## src/ofrm_pkg.sv

```systemverilog
// Shared widths, operation codes and record types of the overwrite FIFO with running mean.
package ofrm_pkg;

   // Field widths fixed by the transaction formats
   localparam int unsigned FUNC_W   = 1;
   localparam int unsigned ID_W     = 12;
   localparam int unsigned HEIGHT_W = 9;
   localparam int unsigned CAP_W    = 4;

   // Width of the divider step counter; it must hold HEIGHT_W
   localparam int unsigned STEP_W = 4;

   // Capacity after reset
   localparam logic [CAP_W-1:0] CAP_RESET = 4'd5;

   // Operation codes
   localparam logic [FUNC_W-1:0] FUNC_INSERT = 1'b0;
   localparam logic [FUNC_W-1:0] FUNC_REMOVE = 1'b1;

   // One stored record
   typedef struct packed {
      logic [ID_W-1:0]     id;
      logic [HEIGHT_W-1:0] height;
   } record_type;

   // One result transaction
   typedef struct packed {
      logic [HEIGHT_W-1:0] mean_height;
      logic [ID_W-1:0]     out_id;
      logic                out_id_valid;
      logic                empty_error;
   } result_type;

endpackage

```

## src/ofrm_if.sv

```systemverilog
// Valid/ready channel interfaces for requests, responses and the capacity register.

interface ofrm_req_if;
   logic                                valid;
   logic                                ready;
   logic [ofrm_pkg::FUNC_W-1:0]         func;
   logic [ofrm_pkg::ID_W-1:0]           item_id;
   logic [ofrm_pkg::HEIGHT_W-1:0]       item_height;

   modport source (output valid, func, item_id, item_height, input ready);
   modport sink   (input valid, func, item_id, item_height, output ready);
endinterface

interface ofrm_rsp_if;
   logic                                valid;
   logic                                ready;
   logic [ofrm_pkg::HEIGHT_W-1:0]       mean_height;
   logic [ofrm_pkg::ID_W-1:0]           out_id;
   logic                                out_id_valid;
   logic                                empty_error;

   modport source (output valid, mean_height, out_id, out_id_valid, empty_error, input ready);
   modport sink   (input valid, mean_height, out_id, out_id_valid, empty_error, output ready);
endinterface

interface ofrm_csr_if;
   logic                                valid;
   logic                                ready;
   logic [ofrm_pkg::CAP_W-1:0]          capacity;

   modport source (output valid, capacity, input ready);
   modport sink   (input valid, capacity, output ready);
endinterface

```

## src/ofrm_div.sv

```systemverilog
// Iterative restoring divider giving a rounded mean, one quotient bit per cycle.
module ofrm_div #(
   parameter int unsigned CNT_W = 4
) (
   input  logic                                  clock,
   input  logic                                  reset,
   input  logic                                  start,
   input  logic [ofrm_pkg::HEIGHT_W+CNT_W-1:0]   dividend,
   input  logic [CNT_W-1:0]                      divisor,
   output logic                                  done,
   output logic [ofrm_pkg::HEIGHT_W-1:0]         quotient
);

   localparam int unsigned SUM_W = ofrm_pkg::HEIGHT_W + CNT_W;

   logic                            run_ff;
   logic                            done_ff;
   logic [ofrm_pkg::STEP_W-1:0]     step_ff;
   logic [SUM_W-1:0]                rem_ff;
   logic [SUM_W-1:0]                dsh_ff;
   logic [CNT_W-1:0]                div_ff;
   logic [ofrm_pkg::HEIGHT_W-1:0]   q_ff;

   logic                            fits;
   logic [SUM_W:0]                  twice_rem;
   logic [SUM_W:0]                  div_ext;
   logic                            round_up;

   // Trial subtraction and the ties-to-even rounding decision
   always_comb begin
      fits      = rem_ff >= dsh_ff;
      twice_rem = {rem_ff, 1'b0};
      div_ext   = (SUM_W + 1)'(div_ff);
      round_up  = (twice_rem > div_ext) || ((twice_rem == div_ext) && q_ff[0]);
   end

   // Sequencing: HEIGHT_W quotient steps, then one rounding step
   always_ff @(posedge clock) begin
      if (reset) begin
         run_ff  <= 1'b0;
         done_ff <= 1'b0;
         step_ff <= '0;
      end else if (start) begin
         run_ff  <= 1'b1;
         done_ff <= 1'b0;
         step_ff <= ofrm_pkg::STEP_W'(ofrm_pkg::HEIGHT_W);
      end else if (run_ff && (step_ff == '0)) begin
         run_ff  <= 1'b0;
         done_ff <= 1'b1;
      end else begin
         done_ff <= 1'b0;
         if (run_ff) begin
            step_ff <= step_ff - 1'b1;
         end
      end
   end

   // Datapath: the divisor is aligned to the top quotient bit and walks right
   always_ff @(posedge clock) begin
      if (start) begin
         rem_ff <= dividend;
         dsh_ff <= SUM_W'({divisor, (ofrm_pkg::HEIGHT_W - 1)'(0)});
         div_ff <= divisor;
         q_ff   <= '0;
      end else if (run_ff && (step_ff != '0)) begin
         if (fits) begin
            rem_ff <= rem_ff - dsh_ff;
         end
         q_ff   <= {q_ff[ofrm_pkg::HEIGHT_W-2:0], fits};
         dsh_ff <= dsh_ff >> 1;
      end else if (run_ff) begin
         q_ff <= q_ff + ofrm_pkg::HEIGHT_W'(round_up);
      end
   end

   assign done     = done_ff;
   assign quotient = q_ff;

endmodule

```

## src/overwrite_fifo_running_mean_core.sv

```systemverilog
// Overwrite-oldest record FIFO that reports evicted ids and the rounded mean height.
//
//  Channel    Direction  Handshake      Carries
//  req_chan   in         valid/ready    func, item_id, item_height
//  rsp_chan   out        valid/ready    mean_height, out_id, out_id_valid, empty_error
//  csr_chan   in         valid/ready    capacity (ready whenever reset is low)
//
// An insert passes from acceptance through the update state, the nine quotient steps and
// one rounding step of the divider and the done state to a result in the output register.
// A remove passes through the update and done states only. One transaction is worked on at a time.
// Reset is synchronous and clears the control state; the record memory is not cleared.
// A stalled response holds in the output register while the next request is accepted.
module overwrite_fifo_running_mean_core #(
   parameter int unsigned MAX_DEPTH = 8
) (
   input  logic        clock,
   input  logic        reset,
   ofrm_req_if.sink    req_chan,
   ofrm_rsp_if.source  rsp_chan,
   ofrm_csr_if.sink    csr_chan
);

   localparam int unsigned IDX_W = (MAX_DEPTH > 1) ? $clog2(MAX_DEPTH) : 1;
   localparam int unsigned CNT_W = $clog2(MAX_DEPTH + 1);
   localparam int unsigned SUM_W = ofrm_pkg::HEIGHT_W + CNT_W;
   localparam int unsigned CMP_W = (CNT_W > ofrm_pkg::CAP_W) ? CNT_W : ofrm_pkg::CAP_W;

   // Sequencer states
   localparam logic [1:0] S_IDLE   = 2'd0;
   localparam logic [1:0] S_UPDATE = 2'd1;
   localparam logic [1:0] S_DIVIDE = 2'd2;
   localparam logic [1:0] S_DONE   = 2'd3;

   logic [1:0]                    state_ff, state_in;
   logic [IDX_W-1:0]              head_ff, head_in;
   logic [CNT_W-1:0]              count_ff, count_in;
   logic [SUM_W-1:0]              sum_ff, sum_in;
   logic [ofrm_pkg::CAP_W-1:0]    cap_ff;
   logic [ofrm_pkg::FUNC_W-1:0]   op_func_ff;
   ofrm_pkg::record_type          op_rec_ff;
   ofrm_pkg::record_type          rd_rec_ff;
   ofrm_pkg::result_type          res_ff, res_in;
   ofrm_pkg::result_type          rsp_ff;
   logic                          rsp_valid_ff;

   ofrm_pkg::record_type          mem [MAX_DEPTH];

   logic                          req_fire;
   logic                          rsp_free;
   logic                          is_insert;
   logic                          is_remove;
   logic [CMP_W-1:0]              cap_ext;
   logic [CMP_W-1:0]              max_ext;
   logic [CMP_W-1:0]              cap_eff;
   logic                          full;
   logic                          count_zero;
   logic                          pop;
   logic [CNT_W:0]                slot_raw;
   logic [IDX_W-1:0]              slot;
   logic [IDX_W-1:0]              head_step;
   logic                          div_start;
   logic                          div_done;
   logic [ofrm_pkg::HEIGHT_W-1:0] div_quot;

   // Handshakes; nothing is taken while reset is held
   assign req_fire         = req_chan.valid && req_chan.ready;
   assign req_chan.ready   = (state_ff == S_IDLE) && !reset;
   assign rsp_free         = !rsp_valid_ff || rsp_chan.ready;
   assign csr_chan.ready   = !reset;

   // Queue decisions for the held operation
   always_comb begin
      is_insert  = (op_func_ff == ofrm_pkg::FUNC_INSERT);
      is_remove  = (op_func_ff == ofrm_pkg::FUNC_REMOVE);
      cap_ext    = CMP_W'(cap_ff);
      max_ext    = CMP_W'(MAX_DEPTH);
      if (cap_ext == '0) begin
         cap_eff = CMP_W'(1);
      end else if (cap_ext > max_ext) begin
         cap_eff = max_ext;
      end else begin
         cap_eff = cap_ext;
      end
      full       = CMP_W'(count_ff) >= cap_eff;
      count_zero = (count_ff == '0);
      pop        = !count_zero && ((is_insert && full) || is_remove);
      // The tail slot is head plus count, wrapped once
      slot_raw   = (CNT_W + 1)'(head_ff) + (CNT_W + 1)'(count_ff);
      if (slot_raw >= (CNT_W + 1)'(MAX_DEPTH)) begin
         slot_raw = slot_raw - (CNT_W + 1)'(MAX_DEPTH);
      end
      slot       = slot_raw[IDX_W-1:0];
      head_step  = (head_ff == IDX_W'(MAX_DEPTH - 1)) ? '0 : head_ff + 1'b1;
   end

   // Next state of the sequencer and the queue bookkeeping
   always_comb begin
      state_in  = state_ff;
      head_in   = head_ff;
      count_in  = count_ff;
      sum_in    = sum_ff;
      res_in    = res_ff;
      div_start = 1'b0;
      case (state_ff)
         S_IDLE: begin
            if (req_fire) begin
               state_in = S_UPDATE;
            end
         end
         S_UPDATE: begin
            if (pop) begin
               head_in = head_step;
            end
            count_in = count_ff - CNT_W'(pop) + CNT_W'(is_insert);
            sum_in   = sum_ff
                     + (is_insert ? SUM_W'(op_rec_ff.height) : '0)
                     - (pop ? SUM_W'(rd_rec_ff.height) : '0);
            res_in.mean_height  = '0;
            res_in.out_id       = pop ? rd_rec_ff.id : '0;
            res_in.out_id_valid = pop;
            res_in.empty_error  = is_remove && count_zero;
            if (is_insert) begin
               div_start = 1'b1;
               state_in  = S_DIVIDE;
            end else begin
               state_in  = S_DONE;
            end
         end
         S_DIVIDE: begin
            if (div_done) begin
               res_in.mean_height = div_quot;
               state_in           = S_DONE;
            end
         end
         S_DONE: begin
            if (rsp_free) begin
               state_in = S_IDLE;
            end
         end
         default: begin
            state_in = S_IDLE;
         end
      endcase
   end

   // Control registers
   always_ff @(posedge clock) begin
      if (reset) begin
         state_ff     <= S_IDLE;
         head_ff      <= '0;
         count_ff     <= '0;
         sum_ff       <= '0;
         cap_ff       <= ofrm_pkg::CAP_RESET;
         rsp_valid_ff <= 1'b0;
      end else begin
         state_ff <= state_in;
         head_ff  <= head_in;
         count_ff <= count_in;
         sum_ff   <= sum_in;
         if (csr_chan.valid && csr_chan.ready) begin
            cap_ff <= csr_chan.capacity;
         end
         if ((state_ff == S_DONE) && rsp_free) begin
            rsp_valid_ff <= 1'b1;
         end else if (rsp_chan.ready) begin
            rsp_valid_ff <= 1'b0;
         end
      end
   end

   // Payload registers: the accepted transaction, the work result and the output stage
   always_ff @(posedge clock) begin
      if (req_fire) begin
         op_func_ff       <= req_chan.func;
         op_rec_ff.id     <= req_chan.item_id;
         op_rec_ff.height <= req_chan.item_height;
      end
      res_ff <= res_in;
      if ((state_ff == S_DONE) && rsp_free) begin
         rsp_ff <= res_ff;
      end
   end

   // Record memory: the oldest record is read every cycle, the tail written on insert
   always_ff @(posedge clock) begin
      rd_rec_ff <= mem[head_ff];
      if ((state_ff == S_UPDATE) && is_insert) begin
         mem[slot] <= op_rec_ff;
      end
   end

   // Divider for the rounded mean
   ofrm_div #(
      .CNT_W (CNT_W)
   ) u_div (
      .clock    (clock),
      .reset    (reset),
      .start    (div_start),
      .dividend (sum_in),
      .divisor  (count_in),
      .done     (div_done),
      .quotient (div_quot)
   );

   // Response port
   assign rsp_chan.valid        = rsp_valid_ff;
   assign rsp_chan.mean_height  = rsp_ff.mean_height;
   assign rsp_chan.out_id       = rsp_ff.out_id;
   assign rsp_chan.out_id_valid = rsp_ff.out_id_valid;
   assign rsp_chan.empty_error  = rsp_ff.empty_error;

endmodule

```

## src/flat_wrapper.sv

```systemverilog
// flat-port wrapper written by rule: the top's interface ports become plain ports
module overwrite_fifo_running_mean_core_flat 
#(
   parameter int unsigned MAX_DEPTH = 8
)
  (clock, reset, req_chan_valid, req_chan_func, req_chan_item_id, req_chan_item_height, req_chan_ready, rsp_chan_valid, rsp_chan_mean_height, rsp_chan_out_id, rsp_chan_out_id_valid, rsp_chan_empty_error, rsp_chan_ready, csr_chan_valid, csr_chan_capacity, csr_chan_ready);
  ofrm_req_if req_chan_i ();
  ofrm_rsp_if rsp_chan_i ();
  ofrm_csr_if csr_chan_i ();
  input  logic clock;
  input  logic reset;
  input wire logic [$bits(req_chan_i.valid)-1:0] req_chan_valid;
  input wire logic [$bits(req_chan_i.func)-1:0] req_chan_func;
  input wire logic [$bits(req_chan_i.item_id)-1:0] req_chan_item_id;
  input wire logic [$bits(req_chan_i.item_height)-1:0] req_chan_item_height;
  output wire logic [$bits(req_chan_i.ready)-1:0] req_chan_ready;
  output wire logic [$bits(rsp_chan_i.valid)-1:0] rsp_chan_valid;
  output wire logic [$bits(rsp_chan_i.mean_height)-1:0] rsp_chan_mean_height;
  output wire logic [$bits(rsp_chan_i.out_id)-1:0] rsp_chan_out_id;
  output wire logic [$bits(rsp_chan_i.out_id_valid)-1:0] rsp_chan_out_id_valid;
  output wire logic [$bits(rsp_chan_i.empty_error)-1:0] rsp_chan_empty_error;
  input wire logic [$bits(rsp_chan_i.ready)-1:0] rsp_chan_ready;
  input wire logic [$bits(csr_chan_i.valid)-1:0] csr_chan_valid;
  input wire logic [$bits(csr_chan_i.capacity)-1:0] csr_chan_capacity;
  output wire logic [$bits(csr_chan_i.ready)-1:0] csr_chan_ready;
  assign req_chan_i.valid = req_chan_valid;
  assign req_chan_i.func = req_chan_func;
  assign req_chan_i.item_id = req_chan_item_id;
  assign req_chan_i.item_height = req_chan_item_height;
  assign req_chan_ready = req_chan_i.ready;
  assign rsp_chan_valid = rsp_chan_i.valid;
  assign rsp_chan_mean_height = rsp_chan_i.mean_height;
  assign rsp_chan_out_id = rsp_chan_i.out_id;
  assign rsp_chan_out_id_valid = rsp_chan_i.out_id_valid;
  assign rsp_chan_empty_error = rsp_chan_i.empty_error;
  assign rsp_chan_i.ready = rsp_chan_ready;
  assign csr_chan_i.valid = csr_chan_valid;
  assign csr_chan_i.capacity = csr_chan_capacity;
  assign csr_chan_ready = csr_chan_i.ready;
  overwrite_fifo_running_mean_core #(.MAX_DEPTH(MAX_DEPTH)) u_core (.clock(clock), .reset(reset), .req_chan(req_chan_i), .rsp_chan(rsp_chan_i), .csr_chan(csr_chan_i));
endmodule
```

## config.mk

```make
export PLATFORM = sky130hd
export DESIGN_NAME = overwrite_fifo_running_mean_core_flat
export DESIGN_NICKNAME = d
export VERILOG_FILES = /design/src/ofrm_pkg.sv /design/src/ofrm_if.sv /design/src/ofrm_div.sv /design/src/overwrite_fifo_running_mean_core.sv /design/src/flat_wrapper.sv
export SDC_FILE = /design/constraint.sdc
export NUM_CORES = 1
export LEC_CHECK = 0
export ABC_AREA = 0
export BUFFER_PORTS_ARGS = -buffer_cell sky130_fd_sc_hd__buf_2
export CORE_MARGIN = 5
export CORE_UTILIZATION = 40
export CTS_CLUSTER_DIAMETER = 100
export DETAILED_ROUTE_END_ITERATION = 16
export PLACE_DENSITY = 0.63
export RECOVER_POWER = 50
export SLEW_MARGIN = 25
export SYNTH_ARGS = -nofsm -noshare
export SYNTH_HDL_FRONTEND = slang
export SYNTH_SLANG_ARGS = --single-unit
```

## constraint.sdc

```tcl
create_clock -name clock -period 4.8 [get_ports clock]
set_input_delay 0.24 -clock clock [delete_from_list [all_inputs] [get_ports clock]]
set_output_delay 0.24 -clock clock [all_outputs]
set_load 0.005 [all_outputs]
```

==> results.md, run 1 <==
- Multi-input gate area: 0.004441 sq mm
- Worst stage delay on the critical path: 0.50 ns
- Count of final hold-check violations: 0
- Setup TNS Final: 0 ns
- TritonCTS clock tree: yes
- Sink Count: 328
- Commonest non-fill, non-tap cell in the layout: edfxtp_1
- Routability Congestion: 0.7820
- P&R area growth vs syn: 15.88%
- Crit path capture type: register
- Drt pass-1 iters: 6
- Post-synth top area cell: edfxtp_1
- Arrival time worst endpoint: 4.88 ns
- Cell chain of the critical path: nor2_1 -> nor2_1 -> nor2_1 -> ha_1 -> nand2b_1 -> a21o_1 -> a21o_1 -> a211oi_4 -> nor2_4 -> and2_1 -> fa_1 -> inv_1 -> fa_2 -> a211oi_2 -> o21ai_2 -> a2111o_1 -> nand2_2 -> mux2i_1 -> mux2_1
- Core Area: 0.03446 sq mm
- Minimum clock period after layout: 4.490 ns
- CP Class: reg2reg
- Drt wl/cell: 17.72 microns
- Post-synth ARST share: 0%
- Peak VDD IR: 0.0002819 V
- Row cnt: 68
- Initial Util: 40.38%
- Multiplexer area fraction after synthesis: 9.585%
- Setup Skew: 0.01298 ns
- F_max: 0.2227 GHz
- Vias in the first global route: 7899
- DRC violations left: 0
- Most area-consuming cells after synthesis: edfxtp_1, dfxtp_1, mux4_2, ha_1, nand2_1
- Commonest non-fill, non-tap cells in the layout: edfxtp_1, dfxtp_1, nand2_1
- Die X: 196.5 microns
- Total gr overflow: 0
- Mean Syn Cell Area: 14.53 sq um
- RSZ-0062 raised after global routing: no
- Synth cell types: 63
- P per Cell Area: 563.5 mW/mm^2
- H-tree levels: 2
- Setup violations, final: 0
- Outcome: complete, but fails checks
- Vias per cell: 5.051
- Synth top area share: 55.46%
- DR iter-0 viols: 437
- Root buf cell: clkbuf_16
- # nets final: 1150
- CTS clock-pin slew for the worst setup and hold paths: 0.06 ns
- Post-Syn Area: 0.01392 sq mm
- Max Cap Viol: 3
- Sequential Area: 0.009143 sq mm
- Die area: 0.03862 sq mm
- Fill cells: 3007
- Vias: 7779
- Ports: 57
- Failing checks: max-capacitance violations, max-slew violations
- Slew at the pin closest to its max-slew limit: 2.290 ns
- Simple logic cell fraction of the synthesized area: 7.643%
- Hold Path Class: in2reg
- Largest family of logic cells by synthesized area: multiplexers
- CP Launch Type: register
- Worst-path fanout max: 10
- Drt total wl: 27.30 mm
- Post-synth EDFFs: 257
- Slowest cell on crit path: fa_1
- DIE HEIGHT: 196.5 microns
- Period utilisation layout: 93.53%
- Max-slew violation count: 93
- CTS Buf Count: 35
- Synth Area in Compound Gates: 7.022%
- CTS max path bufs: 3
- Register area share after synthesis: 65.67%
- Area share of fa/ha/maj cells after synthesis: 6.042%
- Most common cell on crit path: nor2_1
- Setup Buffers After CTS: 0
- Antenna Nets Post-Route: 0
- Largest net degree at the start of global routing: 46
- GRT Resource Usage Total: 14.33%
- Power Total: 9.087 mW
- Synthesis Warnings: 0
- Crit path required time: 5.19 ns
- Share of cells above drive strength 1: 16.68%
- Slew margin rel.: -52.65%
- Syn_nets: 1049
- LEAKAGE: 5.631 nW
- Clk_lat worst skew: 0.51 ns
- Hpwl dp: 17.12 mm
- Synth Area in XOR/XNOR: 1.196%
- Post-Syn Instances: 958
- Initial antenna violation count: 0
- Flops & latches, synth: 328
- # diodes: 0
- Port Buffers: 56
- First-pass GRT wire length: 44.07 mm
- Synth Flop Type: edfxtp_1
==> logic make-up (layout without fill, tap and decap cells) <==
kind of cell             Yosys count  count (layout)
flip-flops                       328             328
AND/OR/NAND/NOR                  222             222
AO/OA/AOI/OAI                    148             148
buffers and inverters            103             230
multiplexers                      78              78
adder cells (fa/ha/maj)           60              60
XOR/XNOR                          19              19
==> cells in the mapped netlist (all sizes together), types with 4 or more instances <==
library cell and n:
a22oi 7, nor3 11, nand2 68, nand2b 5
nand3 10, inv 64, nand4 5, nor2 56
a22o 7, a21oi 44, dfxtp 71, and3 4
xnor2 16, mux4 42, o21ai 31, a21o 12
and2 39, fa 12, nor4 5, a211oi 8
o31ai 4, ha 48, o21a 5, or3 5
nor2b 9, mux2 22, mux2i 14, buf 11
clkbuf 26, edfxtp 257
==> report_power, final <==
| part | internal (mW) | switching [mW] | total, mW | leakage (nW) |
|---|---|---|---|---|
| logic | 1.14 | 1.59 | 2.73 | 2.18 |
| registers | 3.61 | 0.217 | 3.83 | 2.93 |
| clock network | 1.47 | 1.06 | 2.53 | 0.529 |
==> layer usage <==
layer	wire length, microns	part of all wire [%]	vias up	global-route usage [%]
met5	0	0	-	0
met4	504	1.8	0	3.362
met3	916	3.4	42	2.359
met2	13260	49	119	24.13
met1	12620	46	3852	19.68
li1	-	-	3766	-
==> worst paths after layout <==
check	from	endpoint	slack, ns	depth (start not counted)
max	u_core.cap_ext[1]	u_core.sum_ff[12]	0.31	19
min	csr_chan_valid	u_core.cap_ext[0]	0.06	3
max reg2reg	u_core.cap_ext[1]	u_core.sum_ff[12]	0.31	19
min reg2reg	u_core.res_ff[16]	u_core.rsp_chan.mean_height[2]	0.42	0
==> critical path: cells and delay by family (launching register included) <==
| kind | cells | cell delay, ns |
|---|---|---|
| adders and majority gates | 3 | 1.15 |
| and+or+nand+nor | 7 | 0.76 |
| muxes | 2 | 0.53 |
| buffers and inverters | 1 | 0.07 |
| DFF | 1 | 0.32 |
| AOI/OAI and AO/OA | 6 | 1.52 |
==> layout make-up <==
| class | count | area share (%) |
|---|---|---|
| flip-flops and latches | 328 | 56.70 |
| repair buffers | 101 | 3.988 |
| well taps | 455 | 3.530 |
| inverters | 66 | 1.536 |
| clock buffers | 47 | 5.959 |
| multi-input cells | 527 | 27.54 |
| clock inverters | 16 | 0.7526 |
==> stage by stage <==
step                cell area [sq um]  hold slack [ns]  utilization (%)  setup slack [ns]  cells
floorplan                       13920           0.3389                -            0.3056    958
global placement                14810           0.4037            42.97            0.2865   1451
detailed placement              14810           0.4045            42.97            0.2267   1451
CTS                             16150          0.03740            46.87            0.1885   1540
global route                    16130          0.06047            46.80           0.01114   1540
finish                          16130          0.05838            46.80            0.3104   1540
==> flip-flops by register name (all words and copies together) (netlist names), 12 cells and up <==
name and cells:
u_core.mem 168, u_core.res_ff 23, u_core.op_rec_ff 21, u_core.rd_rec_ff 21, u_core.sum_ff 13, u_core.u_div.rem_ff 13, u_core.rsp_chan.out_id 12, u_core.u_div.dsh_ff 12
==> repair_timing <==
action,in CTS,in global routing
hold buffers,26,0
hold endpoints to repair,26,0
setup endpoints to repair,0,1
gates resized for setup,0,5
Note: power is estimated with default switching activity, not from simulation.
==> run 2: changes to the inputs <==
Settings changed: PLACE_DENSITY 0.63 to 0.64.
==> run 2 against run 1 <==
Net effect: maximum frequency down 1.8%; global-route usage decreased by 0.34 points; critical path type unchanged; critical path depth stayed put; cell count is 0.26% lower; first-iteration DRC count shrank 16%; the flow still finishes with violations (max-capacitance violations, max-slew violations); combinational power down 3%; sequential power about the same; non-clock buffer count decreased by 2.
==> results.md, run 2 (synthesis gave the netlist of run 1 again) <==
- Die X: 196.5 microns (unchanged)
- Met1 usage in global routing: 19.61% (-0.074 points)
- Port Buffers: 56 (unchanged)
- Core Area: 0.03446 sq mm (unchanged)
- FF-to-FF path depth: 19 (unchanged)
- Drt pass-1 iters: 5 (-1)
- Clk_lat worst skew: 0.52 ns (about the same)
- Period utilisation layout: 95.21% (+1.7 points)
- Minimum clock period after layout: 4.570 ns (+0.08031 ns)
- TritonCTS clock tree: yes
- Hold Path Class: in2reg
- Drt wl/cell: 17.50 microns (-1.3%)
- Max FFs per register: 168 (unchanged)
- Initial antenna violation count: 0 (unchanged)
- Crit path required time: 5.18 ns (about the same)
- P per Cell Area: 564.9 mW/mm^2 (+0.24%)
- # diodes: 0 (unchanged)
- Setup Skew: 0.02659 ns (+0.01361 ns)
- RSZ-0062 raised after global routing: no
- Setup violations, final: 0 (unchanged)
- Multi-input gate area: 0.004419 sq mm (-0.48%)
- Vias: 7800 (+0.27%)
- Hpwl dp: 17.10 mm (-0.13%)
- Count of final hold-check violations: 0 (unchanged)
- Vias per cell: 5.078 (+0.53%)
- DIE HEIGHT: 196.5 microns (unchanged)
- Share of cells above drive strength 1: 17.76% (+1.1 points)
- Vias in the first global route: 7794 (-1.3%)
- Root buf cell: clkbuf_16
- CP startpoint: u_core.cap_ext[1]
- Arrival time worst endpoint: 4.95 ns (+0.07 ns)
- Die area: 0.03862 sq mm (unchanged)
- Finished Layout Cells: 1536 (-0.26%)
- Launch point of the worst reg-to-reg path: u_core.cap_ext[1]
- Largest Register: u_core.mem
- GRT Resource Usage Total: 13.99% (-0.34 points)
- # nets final: 1147 (-0.26%)
- Initial Util: 40.38% (unchanged)
- DR iter-0 viols: 369 (-16%)
- Regs by FF count: u_core.mem x168, u_core.res_ff x23
- Ports: 57 (unchanged)
- Placed cells: 1450 (-0.069%)
- P&R area growth vs syn: 16.17%
- Crit path to: u_core.sum_ff[12]
- Row cnt: 68 (unchanged)
- R2R Setup Slk: 0.23 ns (-0.08 ns)
- CP Class: reg2reg
- Max-slew violation count: 24 (-74%)
- Grt met2 use: 23.11% (-1.0 points)
- Slew at the pin closest to its max-slew limit: 2.036 ns (-0.2541 ns)
- GR Util met3: 2.068% (-0.29 points)
- CTS max path bufs: 3 (unchanged)
- Commonest non-fill, non-tap cell in the layout: edfxtp_1
- CP Launch Type: register
- Largest net degree at the start of global routing: 46 (unchanged)
- Hold path depth: 3 (unchanged)
- Fill cells: 2985 (-0.73%)
- Slew margin rel.: -35.99% (+17 points)
- Sink Count: 328 (unchanged)
- DRC violations left: 0 (unchanged)
- Worst R2R End: u_core.sum_ff[12]
- Antenna Nets Post-Route: 0 (unchanged)
- Max Cap Viol: 2 (-1)
- H-tree levels: 2 (unchanged)
- Outcome: complete, but fails checks
- Failing checks: max-capacitance violations, max-slew violations
- F_max: 0.2188 GHz (-1.8%)
- Crit path capture type: register
- Setup TNS Final: 0 ns (unchanged)
- Worst-path fanout max: 10 (unchanged)
- Total gr overflow: 0 (unchanged)
- Routability Congestion: 0.7822 (about the same)
- Commonest non-fill, non-tap cells in the layout: edfxtp_1, dfxtp_1, nand2_1
- LEAKAGE: 5.667 nW (+0.64%)
- Sequential Area: 0.009143 sq mm (unchanged)
- First-pass GRT wire length: 43.06 mm (-2.3%)
- Cells resized by post-CTS repair: 0 (unchanged)
- CTS clock-pin slew for the worst setup and hold paths: 0.06 ns (about the same)
- CTS Buf Count: 34 (-2.9%)
- Drt total wl: 26.88 mm (-1.5%)
- Global route hottest layer: met2
- Peak VDD IR: 0.0002949 V (+4.6%)
run 2: cell types whose count changed in the layout (fill, tap and decap cells not counted), sizes merged:
cell,before,now
inv,67,66
bufinv,1,4
dlygate4sd3,26,25
clkinv,13,15
clkbuf,73,53
clkinvlp,1,4
buf,49,59
run 2: worst min-delay path by stage:
stage | start | endpoint | slack, ns
floorplan | req_chan_func | u_core.is_remove | 0.34
global placement | u_core.res_ff[22] | u_core.rsp_chan.mean_height[8] | 0.40
detailed placement | u_core.res_ff[0] | u_core.rsp_chan.empty_error | 0.41
CTS | csr_chan_valid | u_core.cap_ext[0] | 0.04
global route | csr_chan_valid | u_core.cap_ext[0] | 0.06
finish | csr_chan_capacity[3] | u_core.cap_ext[3] | 0.06
run 2: per-layer routing:
layer,up-vias,routed length (microns)
li1,3762,-
met1,3847,12320
met2,166,12990
met3,25,1168
met4,0,402
met5,-,0
run 2: layout make-up:
class	instances	share of cell area (%)
Sequential cell	328	56.56
Multi-Input combinational cell	527	27.34
Clock buffer	38	5.480
Timing Repair Buffer	99	3.978
Tap cell	455	3.522
Clock inverter	23	1.594
Inverter	66	1.533
run 2: critical path, stage by stage, from the launching register on:
cell and delay, ns:
dfxtp_1 0.32, nor2_1 0.11, nor2_1 0.04, nor2_1 0.10, ha_1 0.23, nand2b_1 0.14, a21o_1 0.17, a21o_1 0.17
a211oi_2 0.24, nor2_1 0.17, and2_1 0.22, fa_1 0.50, inv_1 0.07, fa_1 0.48, a211oi_2 0.27, o21ai_1 0.17
a2111o_1 0.43, nand2_2 0.09, mux2i_1 0.20, mux2_1 0.33
run 2: timing repair:
action                    4_1_cts  5_1_grt
hold endpoints to repair       25        0
hold buffers                   25        0
setup buffers                   0        0
run 2: report_power, final:
part | total, mW | switching [mW] | leakage (nW) | internal (mW)
registers | 3.82 | 0.213 | 2.93 | 3.61
clock network | 2.65 | 1.08 | 0.547 | 1.56
logic | 2.66 | 1.53 | 2.19 | 1.13
run 2: stage by stage:
stage	hold slack (ns)	total power [mW]	util, %	setup slack, ns	area [sq um]
2_1_floorplan	0.3389	5.841	-	0.3056	13920
3_3_place_gp	0.4019	6.500	42.95	0.2958	14800
3_5_place_dp	0.4061	6.550	42.96	0.2059	14800
4_1_cts	0.04168	9.241	47.01	0.1765	16200
5_1_grt	0.06283	9.726	46.91	0.005032	16170
6_report	0.05774	9.132	46.91	0.2301	16170
==> run 3: changes to the inputs <==
Settings changed: SYNTH_HIERARCHICAL set to 1.
==> run 3 against run 2 <==
Net effect: the flow still finishes with violations (max-capacitance violations, max-slew violations); setup slack improved by 0.10 ns; clock-buffer cell count up 8; via count fell by 0.15%; sequential power is 1% lower; total power is 0.93% lower; synthesized cell count is 1.1% higher; wire length up 0.52%; first-iteration DRC count up 32%; highest routed layer unchanged.
==> results.md, run 3 <==
- Setup violations, final: 0 (unchanged)
- Synth Flop Type: edfxtp_1
- Placed cells: 1456 (+0.41%)
- Root buf cell: clkbuf_16
- Vias per cell: 5.051 (-0.54%)
- CP Launch Type: register
- Hold Path Class: in2reg
- Setup Skew: 0.01053 ns (-0.01607 ns)
- Initial antenna violation count: 0 (unchanged)
- Commonest non-fill, non-tap cell in the layout: edfxtp_1
- Total gr overflow: 0 (unchanged)
- Failing checks: max-capacitance violations, max-slew violations
- Largest Register: u_core/mem
- Slew margin rel.: -3.407% (+33 points)
- Finished Layout Cells: 1542 (+0.39%)
- Core Area: 0.03454 sq mm (+0.25%)
- Max FFs per register: 168 (unchanged)
- R2R Setup Slk: 0.33 ns (+0.10 ns)
- Outcome: complete, but fails checks
- Largest net degree at the start of global routing: 63 (+37%)
- Vias in the first global route: 7895 (+1.3%)
- P per Cell Area: 555.9 mW/mm^2 (-1.6%)
- Period utilisation layout: 93.06% (-2.1 points)
- Vias: 7788 (-0.15%)
- Slew at the pin closest to its max-slew limit: 1.551 ns (-0.4845 ns)
- Commonest cells post-synth: edfxtp_1, nand2_1, dfxtp_1, inv_1, and2_1
- P&R area growth vs syn: 16.10% (about the same)
- Routability Congestion: 0.7751 (-0.91%)
- Commonest non-fill, non-tap cells in the layout: edfxtp_1, nand2_1, inv_1
- First-pass GRT wire length: 43.29 mm (+0.54%)
- Most common cell on crit path: nor2_1
- Slowest cell on crit path: fa_1
- DIE HEIGHT: 197.2 microns (+0.34%)
- # diodes: 0 (unchanged)
- Synthesis Warnings: 6 (+6)
- Die X: 197.2 microns (+0.34%)
- Clk_lat worst skew: 0.50 ns (-0.02 ns)
- Cell chain of the critical path: nor2_1 -> nor2_1 -> nor2_1 -> ha_1 -> nand2b_1 -> a21o_1 -> a21o_1 -> a211oi_2 -> nor2_2 -> buf_4 -> and2_1 -> fa_1 -> inv_1 -> ha_1 -> nand2_1 -> nor2_1 -> nand3_1 -> o221ai_2 -> mux2i_2 -> xor2_1 -> a22o_1 -> a211o_1
- Drt pass-1 iters: 5 (unchanged)
- Crit path capture type: register
- Worst stage delay on the critical path: 0.50 ns (about the same)
- Antenna Nets Post-Route: 0 (unchanged)
- Max Cap Viol: 1 (-1)
- Initial Util: 40.58% (+0.19 points)
- Count of final hold-check violations: 0 (unchanged)
- FF-to-FF path depth: 22 (+3)
- # nets final: 1153 (+0.52%)
- Worst-path fanout max: 6 (-4)
- CP Class: reg2reg
- Crit path to: u_core/u_div/rem_ff[12]
- TritonCTS clock tree: yes
- Drt total wl: 27.02 mm (+0.52%)
- Drt wl/cell: 17.52 microns (+0.13%)
- Mean Syn Cell Area: 14.46 sq um (-0.42%)
- Post-synth EDFFs: 257 (unchanged)
- H-tree levels: 2 (unchanged)
- Most numerous cell in the Yosys netlist: edfxtp_1
- Syn_nets: 1060 (+1.0%)
- Ports: 57 (unchanged)
- Max-slew violation count: 23 (-4.2%)
- Post-synth top area cell: edfxtp_1
- Synth cell types: 62 (-1.6%)
- Setup TNS Final: 0 ns (unchanged)
- Crit path max-delay family: compound AO/OA/AOI/OAI gates
- Regs by FF count: u_core/mem x168, u_core/res_ff x23
- Synth top area share: 55.06% (-0.40 points)
- Hpwl dp: 16.86 mm (-1.4%)
- CTS Buf Count: 34 (unchanged)
- Arrival time worst endpoint: 4.72 ns (-0.23 ns)
- Register area share after synthesis: 65.20% (-0.47 points)
- Launch point of the worst reg-to-reg path: u_core/cap_ext[1]
- Worst R2R End: u_core/u_div/rem_ff[12]
- Share of cells above drive strength 1: 19.14% (+1.4 points)
- LEAKAGE: 5.704 nW (+0.65%)
- Crit path required time: 5.05 ns (-0.13 ns)
- Worst Path Buf+Inv: 2 (+1)
- Flops & latches, synth: 328 (unchanged)
- DRC violations left: 0 (unchanged)
- Post-synth ARST share: 0% (unchanged)
- Post-Syn Area: 0.01402 sq mm (+0.72%)
- DR iter-0 viols: 487 (+32%)
- F_max: 0.2239 GHz (+2.3%)
- WP depth: 22 (+3)
- Post-Syn Instances: 969 (+1.1%)
- CP startpoint: u_core/cap_ext[1]
- Sink Count: 328 (unchanged)
- Port Buffers: 56 (unchanged)
- Row cnt: 68 (unchanged)
- Minimum clock period after layout: 4.467 ns (-0.1031 ns)
- CTS clock-pin slew for the worst setup and hold paths: 0.06 ns (about the same)
- Most area-consuming cells after synthesis: edfxtp_1, dfxtp_1, mux4_2, ha_1, and2_1
- CTS max path bufs: 3 (unchanged)
- Die area: 0.03888 sq mm (+0.68%)
- GRT Resource Usage Total: 13.87% (-0.12 points)
- Peak VDD IR: 0.0002739 V (-7.1%)
==> run 3: logic make-up after synthesis <==
group / synth area share [%]
DFF: 65.20
xor gates and xnor gates: 1.312
muxes: 9.757
and+or+nand+nor: 8.311
buffers and inverters: 3.000
AOI/OAI and AO/OA: 6.418
adders and majority gates: 5.999
==> run 3: worst min path at each step <==
stage,start,to,slack [ns],cells after the start
floorplan,reset,u_core/u_div/run_ff,0.31,1
global placement,u_core/res_ff[1],u_core/rsp_chan.out_id_valid,0.40,0
detailed placement,u_core/res_ff[12],u_core/rsp_chan.out_id[10],0.41,0
CTS,csr_chan_capacity[1],u_core/cap_ext[1],0.007,3
global route,csr_chan_capacity[1],u_core/cap_ext[1],0.03,3
finish,csr_chan_capacity[3],u_core/cap_ext[3],0.03,3
==> run 3: per-layer routing <==
metal	track usage (%)	part of all wire (%)
met4	3.210	1.5
met5	0	0
met2	22.34	47
met1	19.99	48
met3	2.183	3.9
==> run 3: power breakdown <==
| group | switching [mW] | total (mW) | internal (mW) | leakage [nW] |
|---|---|---|---|---|
| Clock | 1.05 | 2.51 | 1.46 | 0.529 |
| Sequential | 0.204 | 3.78 | 3.57 | 2.93 |
| Combinational | 1.54 | 2.76 | 1.22 | 2.25 |
==> run 3: cell type report <==
class / count / area [sq um]
Sequential cell: 328 / 9145
Clock inverter: 15 / 156.4
Multi-Input combinational cell: 531 / 4601
Inverter: 70 / 262.8
Timing Repair Buffer: 97 / 623.1
Fill cell: 2999 / 18270
Tap cell: 455 / 569.3
Clock buffer: 46 / 915.9
==> run 3: worst reg2reg max path, cell delays in order (launching register included) <==
cell      delay (ns)
dfxtp_2         0.32
nor2_1          0.10
nor2_1          0.04
nor2_1          0.11
ha_1            0.23
nand2b_1        0.14
a21o_1          0.17
a21o_1          0.18
a211oi_2        0.23
nor2_2          0.10
buf_4           0.16
and2_1          0.17
fa_1            0.50
inv_1           0.04
ha_1            0.36
nand2_1         0.11
nor2_1          0.11
nand3_1         0.11
o221ai_2        0.21
mux2i_2         0.27
xor2_1          0.09
a22o_1          0.23
a211o_1         0.26
==> run 3: through the flow <==
step / util [%] / total power, mW / hold WS [ns] / setup WS, ns / cell area [sq um]
4_1_cts: 46.92 / 8.985 / 0.007336 / 0.04936 / 16210
6_report: 47.11 / 9.046 / 0.03473 / 0.3332 / 16270
5_1_grt: 47.11 / 9.625 / 0.03352 / -0.01631 / 16270
2_1_floorplan: - / 5.741 / 0.3091 / 0.1590 / 14020
3_5_place_dp: 43.12 / 6.424 / 0.4057 / 0.09411 / 14890
3_3_place_gp: 43.12 / 6.392 / 0.4015 / 0.1962 / 14890
==> run 3: timing repair <==
action                                 4_1_cts  5_1_grt
endpoints found under the hold margin       24        0
setup endpoints to repair                    0        5
hold buffers                                24        0
resized for setup                            0       17
buffers inserted                             0        1
